<file path="src/design/gzhp_pkg.sv">
// ----------------------------------------------------------------------------
// gzhp_pkg
// Shared types, codes and helpers for the gzip member header parser.
// ----------------------------------------------------------------------------
package gzhp_pkg;

  // width of the internal header byte counter, saturating
  localparam int COUNT_BITS = 24;
  // width of the reported header length
  localparam int HDR_LEN_W = 24;
  // width used to compare the counter against the report limit
  localparam int CMP_W = (COUNT_BITS > HDR_LEN_W) ? COUNT_BITS : HDR_LEN_W;

  // fixed part: magic (2), method, flags, mtime (4), xfl, os
  localparam logic [3:0] FIXED_LAST = 4'(2 + 1 + 1 + 6 - 1);

  localparam logic [7:0] MAGIC_0 = 8'h1f;
  localparam logic [7:0] MAGIC_1 = 8'h8b;
  localparam logic [7:0] METHOD_DEFLATE = 8'h08;
  localparam logic [7:0] FLAG_MASK = 8'h1f;

  localparam logic [4:0] FLG_HCRC = 5'h02;
  localparam logic [4:0] FLG_EXTRA = 5'h04;
  localparam logic [4:0] FLG_NAME = 5'h08;
  localparam logic [4:0] FLG_COMMENT = 5'h10;

  localparam logic [15:0] CRC_LEN = 16'd2;

  // per-item status codes
  localparam logic [1:0] ST_HEADER = 2'd0;
  localparam logic [1:0] ST_LAST = 2'd1;
  localparam logic [1:0] ST_ERROR = 2'd2;
  localparam logic [1:0] ST_PAYLOAD = 2'd3;

  // error codes
  localparam logic [2:0] ERR_NONE = 3'd0;
  localparam logic [2:0] ERR_MAGIC = 3'd1;
  localparam logic [2:0] ERR_METHOD = 3'd2;
  localparam logic [2:0] ERR_FLAGS = 3'd3;
  localparam logic [2:0] ERR_TRUNC = 3'd4;

  typedef enum logic [3:0] {
    PH_FIXED = 4'd0,
    PH_XLO = 4'd1,
    PH_XHI = 4'd2,
    PH_EXTRA = 4'd3,
    PH_NAME = 4'd4,
    PH_COMMENT = 4'd5,
    PH_CRC = 4'd6,
    PH_PAYLOAD = 4'd7,
    PH_ERROR = 4'd8
  } phase_t;

  // next optional section after the given one, payload when none is left
  function automatic phase_t section_after(input phase_t stage, input logic [4:0] flags);
    phase_t res;
    if (stage < PH_XLO && (flags & FLG_EXTRA) != 5'd0) begin
      res = PH_XLO;
    end else if (stage < PH_NAME && (flags & FLG_NAME) != 5'd0) begin
      res = PH_NAME;
    end else if (stage < PH_COMMENT && (flags & FLG_COMMENT) != 5'd0) begin
      res = PH_COMMENT;
    end else if (stage < PH_CRC && (flags & FLG_HCRC) != 5'd0) begin
      res = PH_CRC;
    end else begin
      res = PH_PAYLOAD;
    end
    return res;
  endfunction

endpackage

</file>
<file path="src/design/gzip_header_parser.sv">
// ----------------------------------------------------------------------------
// gzip_header_parser
// Walks the header of a gzip member one byte per item and classes each byte
// as header, last header byte, error or payload.
// ----------------------------------------------------------------------------
//
//  channel | signals                                         | dir
//  --------+-------------------------------------------------+----
//  in      | in_valid, in_stall, data_byte, first, stream_end | in
//  out     | out_valid, out_stall, status, error_code,        | out
//          | header_length, payload_byte                      |
//
// One item per cycle while in_stall is low: the parse state and the result
// register both update at the accepting edge, and the result shows in the next cycle.
// Throughput is set by the single output register: in_stall is high only
// while a result is held and stalled downstream.
// Reset (rst, synchronous) clears the parse to the first fixed header byte
// and empties the output register.
module gzip_header_parser (
  input  logic                              clk,
  input  logic                              rst,
  input  logic                              in_valid,
  output logic                              in_stall,
  input  logic [7:0]                        data_byte,
  input  logic                              first,
  input  logic                              stream_end,
  output logic                              out_valid,
  input  logic                              out_stall,
  output logic [1:0]                        status,
  output logic [2:0]                        error_code,
  output logic [gzhp_pkg::HDR_LEN_W-1:0]    header_length,
  output logic [7:0]                        payload_byte
);
  import gzhp_pkg::*;

  // parse state
  phase_t                phase, phase_next;
  logic [3:0]            fixed_index, fixed_index_next;
  logic [4:0]            flag_bits, flag_bits_next;
  logic [15:0]           skip_count, skip_count_next;
  logic [7:0]            length_low, length_low_next;
  logic [COUNT_BITS-1:0] byte_count, byte_count_next;
  logic [2:0]            error_latched, error_latched_next;

  // state seen by this item, after an optional restart
  phase_t                cur_phase;
  logic [3:0]            cur_index;
  logic [4:0]            cur_flags;
  logic [15:0]           cur_skip;
  logic [7:0]            cur_low;
  logic [COUNT_BITS-1:0] cur_count;
  logic [2:0]            cur_err;

  logic [2:0]            chk_err;
  logic [15:0]           skip_dec;
  logic [15:0]           xlen;
  logic [CMP_W-1:0]      count_wide;
  logic [1:0]            status_next;
  logic [2:0]            code_next;
  logic [HDR_LEN_W-1:0]  length_next;
  logic [7:0]            pay_next;
  logic                  accept;

  assign in_stall = out_valid & out_stall;
  assign accept = in_valid & ~in_stall;

  // restart mux
  always_comb begin
    if (first) begin
      cur_phase = PH_FIXED;
      cur_index = 4'd0;
      cur_flags = 5'd0;
      cur_skip = 16'd0;
      cur_low = 8'd0;
      cur_count = '0;
      cur_err = ERR_NONE;
    end else begin
      cur_phase = phase;
      cur_index = fixed_index;
      cur_flags = flag_bits;
      cur_skip = skip_count;
      cur_low = length_low;
      cur_count = byte_count;
      cur_err = error_latched;
    end
  end

  // header checks on the fixed part
  always_comb begin
    chk_err = ERR_NONE;
    if (cur_index == 4'd0 && data_byte != MAGIC_0) begin
      chk_err = ERR_MAGIC;
    end else if (cur_index == 4'd1 && data_byte != MAGIC_1) begin
      chk_err = ERR_MAGIC;
    end else if (cur_index == 4'd2 && data_byte != METHOD_DEFLATE) begin
      chk_err = ERR_METHOD;
    end else if (cur_index == 4'd3 && (data_byte & ~FLAG_MASK) != 8'd0) begin
      chk_err = ERR_FLAGS;
    end
  end

  assign skip_dec = cur_skip - 16'd1;
  assign xlen = {data_byte, cur_low};

  // next state and result
  always_comb begin
    phase_next = cur_phase;
    fixed_index_next = cur_index;
    flag_bits_next = cur_flags;
    skip_count_next = cur_skip;
    length_low_next = cur_low;
    byte_count_next = cur_count;
    error_latched_next = cur_err;
    status_next = ST_HEADER;
    code_next = ERR_NONE;
    pay_next = 8'd0;

    if (cur_phase == PH_PAYLOAD) begin
      status_next = ST_PAYLOAD;
      pay_next = data_byte;
    end else if (cur_phase == PH_ERROR) begin
      status_next = ST_ERROR;
      code_next = cur_err;
    end else if (cur_phase == PH_FIXED && chk_err != ERR_NONE) begin
      // rejected byte is not counted
      error_latched_next = chk_err;
      phase_next = PH_ERROR;
      status_next = ST_ERROR;
      code_next = chk_err;
    end else begin
      case (cur_phase)
        PH_FIXED: begin
          if (cur_index == 4'd3) begin
            flag_bits_next = data_byte[4:0];
          end
          if (cur_index >= FIXED_LAST) begin
            phase_next = section_after(PH_FIXED, flag_bits_next);
          end else begin
            fixed_index_next = cur_index + 4'd1;
          end
        end
        PH_XLO: begin
          length_low_next = data_byte;
          phase_next = PH_XHI;
        end
        PH_XHI: begin
          skip_count_next = xlen;
          if (xlen != 16'd0) begin
            phase_next = PH_EXTRA;
          end else begin
            phase_next = section_after(PH_EXTRA, cur_flags);
          end
        end
        PH_EXTRA, PH_CRC: begin
          skip_count_next = skip_dec;
          if (skip_dec == 16'd0) begin
            phase_next = section_after(cur_phase, cur_flags);
          end
        end
        default: begin
          // name or comment: zero terminated
          if (data_byte == 8'd0) begin
            phase_next = section_after(cur_phase, cur_flags);
          end
        end
      endcase

      // entering the header crc loads its length
      if (phase_next == PH_CRC && cur_phase != PH_CRC) begin
        skip_count_next = CRC_LEN;
      end

      if (cur_count != '1) begin
        byte_count_next = cur_count + 1'b1;
      end

      if (phase_next == PH_PAYLOAD) begin
        status_next = ST_LAST;
      end else if (stream_end) begin
        error_latched_next = ERR_TRUNC;
        phase_next = PH_ERROR;
        status_next = ST_ERROR;
        code_next = ERR_TRUNC;
      end
    end
  end

  // saturate the counter to the reported width
  assign count_wide = CMP_W'(byte_count_next);
  always_comb begin
    if (count_wide > CMP_W'({HDR_LEN_W{1'b1}})) begin
      length_next = '1;
    end else begin
      length_next = HDR_LEN_W'(count_wide);
    end
  end

  // parse state register
  always_ff @(posedge clk) begin
    if (rst) begin
      phase <= PH_FIXED;
      fixed_index <= 4'd0;
      flag_bits <= 5'd0;
      skip_count <= 16'd0;
      length_low <= 8'd0;
      byte_count <= '0;
      error_latched <= ERR_NONE;
    end else if (accept) begin
      phase <= phase_next;
      fixed_index <= fixed_index_next;
      flag_bits <= flag_bits_next;
      skip_count <= skip_count_next;
      length_low <= length_low_next;
      byte_count <= byte_count_next;
      error_latched <= error_latched_next;
    end
  end

  // output valid
  always_ff @(posedge clk) begin
    if (rst) begin
      out_valid <= 1'b0;
    end else if (accept) begin
      out_valid <= 1'b1;
    end else if (!out_stall) begin
      out_valid <= 1'b0;
    end
  end

  // result payload
  always_ff @(posedge clk) begin
    if (accept) begin
      status <= status_next;
      error_code <= code_next;
      header_length <= length_next;
      payload_byte <= pay_next;
    end
  end

`ifndef NO_ASSERTIONS
  // error code present exactly on error items
  a_code_on_error: assert property (@(posedge clk) disable iff (rst)
    out_valid && status == ST_ERROR |-> error_code != ERR_NONE)
    else $error("error item without error code");

  a_no_code_otherwise: assert property (@(posedge clk) disable iff (rst)
    out_valid && status != ST_ERROR |-> error_code == ERR_NONE)
    else $error("error code on a non-error item");

  // payload byte only carried by payload items
  a_payload_zero: assert property (@(posedge clk) disable iff (rst)
    out_valid && status != ST_PAYLOAD |-> payload_byte == 8'd0)
    else $error("payload byte on a non-payload item");

  // input stalls only while a result is held
  a_stall_held: assert property (@(posedge clk) disable iff (rst)
    in_stall |-> out_valid && out_stall)
    else $error("input stalled with no held result");
`endif

endmodule
</file>
<file path="config.mk">
export PLATFORM = sky130hd
export DESIGN_NAME = gzip_header_parser
export DESIGN_NICKNAME = d
export VERILOG_FILES = /design/src/design/gzhp_pkg.sv /design/src/design/gzip_header_parser.sv
export SDC_FILE = /design/constraint.sdc
export NUM_CORES = 1
export LEC_CHECK = 0
export ABC_AREA = 1
export BUFFER_PORTS_ARGS = -buffer_cell sky130_fd_sc_hd__buf_2
export CORE_MARGIN = 2
export CORE_UTILIZATION = 30
export DETAILED_ROUTE_END_ITERATION = 12
export PLACE_DENSITY = 0.47
export SYNTH_ARGS = -nofsm -noshare
export SYNTH_HDL_FRONTEND = slang
export SYNTH_SLANG_ARGS = --single-unit
</file>
<file path="constraint.sdc">
create_clock -name clk -period 5.55 [get_ports clk]
set_input_delay 0.8325 -clock clk [delete_from_list [all_inputs] [get_ports clk]]
set_output_delay 0.8325 -clock clk [all_outputs]
set_load 0.02 [all_outputs]
</file>
# Word-level counts from Yosys, hierarchy flattened
# Cells that the tools add are included.
[op_classes] add_sub_neg=3 order_cmp=6 n_eq_ne=17 mux=77 bitwise_logic=3 reduce_logical=19
[op_table] cell="2-to-1 mux 24 bit" n=5
[op_table] cell="2-to-1 mux 4 bit" n=21
[op_table] cell="2-to-1 mux 16 bit" n=5
[op_table] cell="2-to-1 mux 5 bit" n=10
[op_table] cell="2-to-1 mux 3 bit" n=15
[op_table] cell="2-to-1 mux 8 bit" n=5
[op_table] cell="case mux 16 bit (2 select lines)" n=1
[op_table] cell="adder 24 x 1 -> 24 bit, second input constant" n=1
[op_table] cell="> comparator 24 bit, second input constant" n=1
[op_table] cell="!= test 24 bit, second input constant" n=1
[op_table] cell="equality test 4 x 2 -> 1 bit, second input constant" n=4
[op_table] cell="equality test 4 x 3 -> 1 bit, second input constant" n=4
[op_table] cell="zero test 16 bit" n=1
[op_table] cell="case mux 4 bit (4 select lines)" n=1
[op_table] cell="nonzero test 16 bit" n=1
[op_table] cell="subtractor 16 x 1 -> 16 bit, second input constant" n=1
[op_table] cell="2-to-1 mux 2 bit" n=7
[op_table] cell="less-than comparator 4 x 3 -> 1 bit, second input constant" n=3
[op_table] cell="logical AND 1 bit" n=10
[op_table] cell="equality test 4 x 1 -> 1 bit, second input constant" n=2
[op_table] cell="zero test 4 bit" n=2
[op_table] cell="zero test 8 bit" n=1
[op_table] cell="!= test 8 x 4 -> 1 bit, second input constant" n=1
[op_table] cell="!= test 8 x 5 -> 1 bit, second input constant" n=1
[op_table] cell="other kinds (14)" n=21
[totals] ff_bits=102 in_bits=14 out_inout_bits=39 elab_cells=138

# Logic depth before layout (Yosys ltp)
[logic_depth] ltp_word=27 ltp_mapped=25

# Worst setup path after synthesis
# OpenSTA, ideal clock, no wires.
[synth_timing] path_type="input-to-reg" from="in first" to="reg header_length[8] in the netlist's numbering (data pin)" setup_ns=0.257 arrival_time_ns=3.173 slack_ns=2.121 stages=19 n_path_buf=4 cell_sequence="buf_6 inv_4 buf_12 buf_8 buf_2 nand2_1 inv_1 ha_1 nand2_1 o21ai_0 nor2_1 nor2_1 inv_1 nand3_1 inv_1 nand2_1 nor3b_1 xor2_1 inv_1"
[synth_via] elab_chain_len=13 word_cells_on_any_way=27 classes_between="1 x add/sub; 1 x order compare; 6 x eq/ne; 11 x mux; 8 x reduce/logical"
[synth_rtl] element="start, declared" line_no="gzip_header_parser.sv:25" text="input logic first,"
[synth_rtl] element="parallel branches: the longest is 11 deep, another holds adder 24 x 1 -> 24 bit"
[synth_rtl] element="2-to-1 mux 24 bit *" line_no="gzip_header_parser.sv:118" text="if (cur_phase == PH_PAYLOAD) begin"
[synth_rtl] element="> comparator 24 bit" line_no="gzip_header_parser.sv:191" text="if (count_wide > CMP_W'({HDR_LEN_W{1'b1}})) begin"
[synth_rtl] element="end signal, assigned" line_no="gzip_header_parser.sv:235" text="header_length <= length_next;"
[synth_rtl] element="end, declared" line_no="gzip_header_parser.sv:31" text="output logic [gzhp_pkg::HDR_LEN_W-1:0] header_length,"
# Every way passes the cells marked *.
# A chain may end at the register's enable or synchronous reset.

# Worst setup path after layout
[layout_timing] from="in first" to="reg header_length[10] in the netlist's numbering (data pin)"
# The elaborated chain is that of the path after synthesis.

==> impl_metrics.toml <==
[setup_path]
crit_start = "first"
critPathKind = "in -> reg"
cp_max_fo = 26
worstPathRequired_ns = 5.67
cp-start-kind = "input port"
r2r-start = "fixed_index[0]"
cp_data_arrival_time_ns = 3.66
path_common_cell = "nand2_1"
slowest_stage = "buf_4"
endpoint_kind = "register"
path_cells = "buf_2, inv_4, buf_4, nand2_1, nor2_1, nand2_1, nor2_1, nand2_1, nor2_1, nand2_1, nand3_1, inv_1, nand2_1, nor2_1, nand2_1, xor2_1, inv_1"
max_stage_delay_ns = 0.43

[sta]
drv_slew = 0
rsz0062_at_grt = "no"
finalSetupViolCount = 0
fmax_ghz = 0.282
fin_skew_ns = 0.00555
setup_tns_ns = 0
period_needed_ns = 3.55
worst_pin_slew_ns = 0.680
slew_headroom_pct = 54.3
period_share_pct = 64.0
final_hold_viol_count = 0
layout_setup_ws_ns = 2.00

[cts]
insertion_delay_ns = 0.36
cts-buffers-inserted = 9
h-tree-depth = 3
clockBufferDepth = 2
ctsResizeCount = 0
clock-sinks = 101
clockRootBuffer = "clkbuf_16"
cts_tree = "built"
clk_pin_slew_worst_paths_ns = 0.07
cts_hold_buf = 0
cts_setup_buffers = 0

[synth]
synthCells = 868
synth_async_sr_flop_share_pct = 0
ys_seq_area_share_pct = 38.7
ys_seq_elements = 101
synth_common_cells = "nand2_1, inv_1, nor2_1"
synth_top_area_cell = "dfxtp_1"
yosysMostFrequentCell = "nand2_1"
synth_flop_cell = "dfxtp_1"
synth_cell_type_count = 45
yosysTopAreaCellShare_pct = 20.7
synth_edf_count = 37
yosys_warnings = 0
syn_area_per_cell_um2 = 7.13
syn_nets = 890
synth.area.top_cells = "dfxtp_1, edfxtp_1, nand2_1, inv_1, nor2_1"
synth.cell_area_mm2 = 0.00619

[floorplanning]
die_h_um = 148
start_util_pct = 30.6
fp-row-count = 52
core_mm2 = 0.0202
die_x_um = 148
num_io_pins = 53
die_area_mm2 = 0.0218

[min_path]
min_path_type = "reg -> reg"
min_from = "length_low[7]"

[power]
leakagePower_nw = 3.05
p_per_area_mw_per_mm2 = 241
clockPowerShare_pct = 36.5
internal_power_w = 0.00118
swShare_pct = 29.9
seqPwrFrac_pct = 48.9
ir_drop_v = 0.000118
switchingPower_w = 0.000502
combinationalPowerShare_pct = 14.6

[finish]
num_antenna_cells = 0
synthToLayoutAreaGrowth_pct = 12.4
drive_gt1_share_pct = 13.3
fin_nets = 931
nFillCells = 2187

[place]
place.gp.congestion = 0.858
pre_cts_ws_ns = 1.61
io_buffer_count = 52
dp_hpwl_um = 12700

[route]
wl_um = 17600
drtIter0Drc = 489
num_vias = 5713
drc_errors = 0
dr.pass1.iters = 7
ant_nets = 0
viasPerCell = 4.83
drt-wirelength-per-cell_um = 14.8

[global_routing]
grt_util_all_layers_pct = 16.5
antenna_found_initial = 0
grt_pass1_vias = 5394
grt_max_degree = 54
grt-ovfl-total = 0
grt_pass1_wl_um = 28700

[outcome]
outcome = "complete, no violations"

[job]
maxCapViolations = 0
[flip-flops by register name, indices dropped and copies added (netlist names)]
signal / flops
byte_count: 24
error_code: 3
error_latched: 3
fixed_index: 4
flag_bits: 4
header_length: 24
length_low: 8
out_valid: 1
payload_byte: 8
phase: 4
skip_count: 16
status: 2
[per-layer routing]
layer  track usage [%]  wire length, um
met1              23.6             8840
met2              25.6             7760
met3              2.38              657
met4              5.67              309
met5                 0                0
[through the flow]
stage | instance area, um^2 | instances | util (%) | power [W] | hold WS [ns]
CTS | 6950 | 1184 | 34.4 | 0.00170 | 0.468
finish | 6950 | 1184 | 34.4 | 0.00168 | 0.468
global route | 6950 | 1184 | 34.4 | 0.00176 | 0.494
detailed placement | 6680 | 1168 | 33.0 | 0.00109 | 0.457
global placement | 6680 | 1168 | 33.0 | 0.00109 | 0.453
floorplan | 6190 | 868 | - | 0.00101 | 0.445
[cells in the final DEF, fill, tap and decap left out, drive strengths merged]
| cell | synthesis | layout |
|---|---|---|
| o211ai | 6 | 6 |
| a21oi | 74 | 74 |
| edfxtp | 37 | 37 |
| nor3 | 9 | 9 |
| dfxtp | 64 | 64 |
| clkinv | 0 | 3 |
| a22oi | 11 | 11 |
| o311ai | 1 | 1 |
| xnor2 | 7 | 7 |
| nand3 | 58 | 58 |
| buf | 8 | 59 |
| clkbuf | 21 | 9 |
| ha | 8 | 8 |
| clkinvlp | 0 | 1 |
| nand2 | 205 | 205 |
| o2111ai | 1 | 1 |
| nor2 | 112 | 112 |
| o21ai | 69 | 69 |
| o221ai | 3 | 3 |
| inv | 115 | 118 |
| xor2 | 19 | 19 |
| a21boi | 1 | 1 |
| nor3b | 1 | 1 |
| o22ai | 4 | 4 |
| or3 | 2 | 2 |
| nor4 | 8 | 8 |
| nand4 | 19 | 19 |
| a211oi | 5 | 5 |
[final timing paths]
path                                     endpoint  slack [ns]  depth (start not counted)
worst max-delay path            header_length[10]        2.00                         17
worst min-delay path                length_low[7]        0.47                          2
worst max register to register  header_length[17]        2.53                         13
worst min register to register      length_low[7]        0.47                          2
[critical path, delay by kind of cell]
| family | cells | cell delay [ns] |
|---|---|---|
| AND/OR/NAND/NOR | 11 | 1.57 |
| buffers and inverters | 5 | 1.04 |
| XOR/XNOR | 1 | 0.20 |
[layout make-up]
cell class	count	area, um^2	area share, %
multi-input cells	623	3210	46.1
flip-flops and latches	101	2390	34.4
inverters	115	434	6.24
well taps	270	338	4.86
repair buffers	59	313	4.50
clock buffers	9	225	3.24
clock inverters	7	46.3	0.666
[power by group through the flow]
stage / combinational, W / clock (W) / sequential [W]
5_1_grt: 0.000276 / 0.000656 / 0.000825
2_1_floorplan: 0.000151 / 0 / 0.000858
4_1_cts: 0.000249 / 0.000634 / 0.000821
6_report: 0.000245 / 0.000612 / 0.000821
3_3_place_gp: 0.000249 / 0 / 0.000838
3_5_place_dp: 0.000248 / 0 / 0.000838
[kinds of logic after synthesis]
kind of cell / Yosys count / synth area share, %
DFF: 101 / 38.7
and+or+nand+nor: 414 / 30.4
adders and majority gates: 8 / 1.62
AOI/OAI and AO/OA: 175 / 16.0
xor gates and xnor gates: 26 / 3.68
buffers and inverters: 144 / 9.63
(Power assumes the default switching activity.)
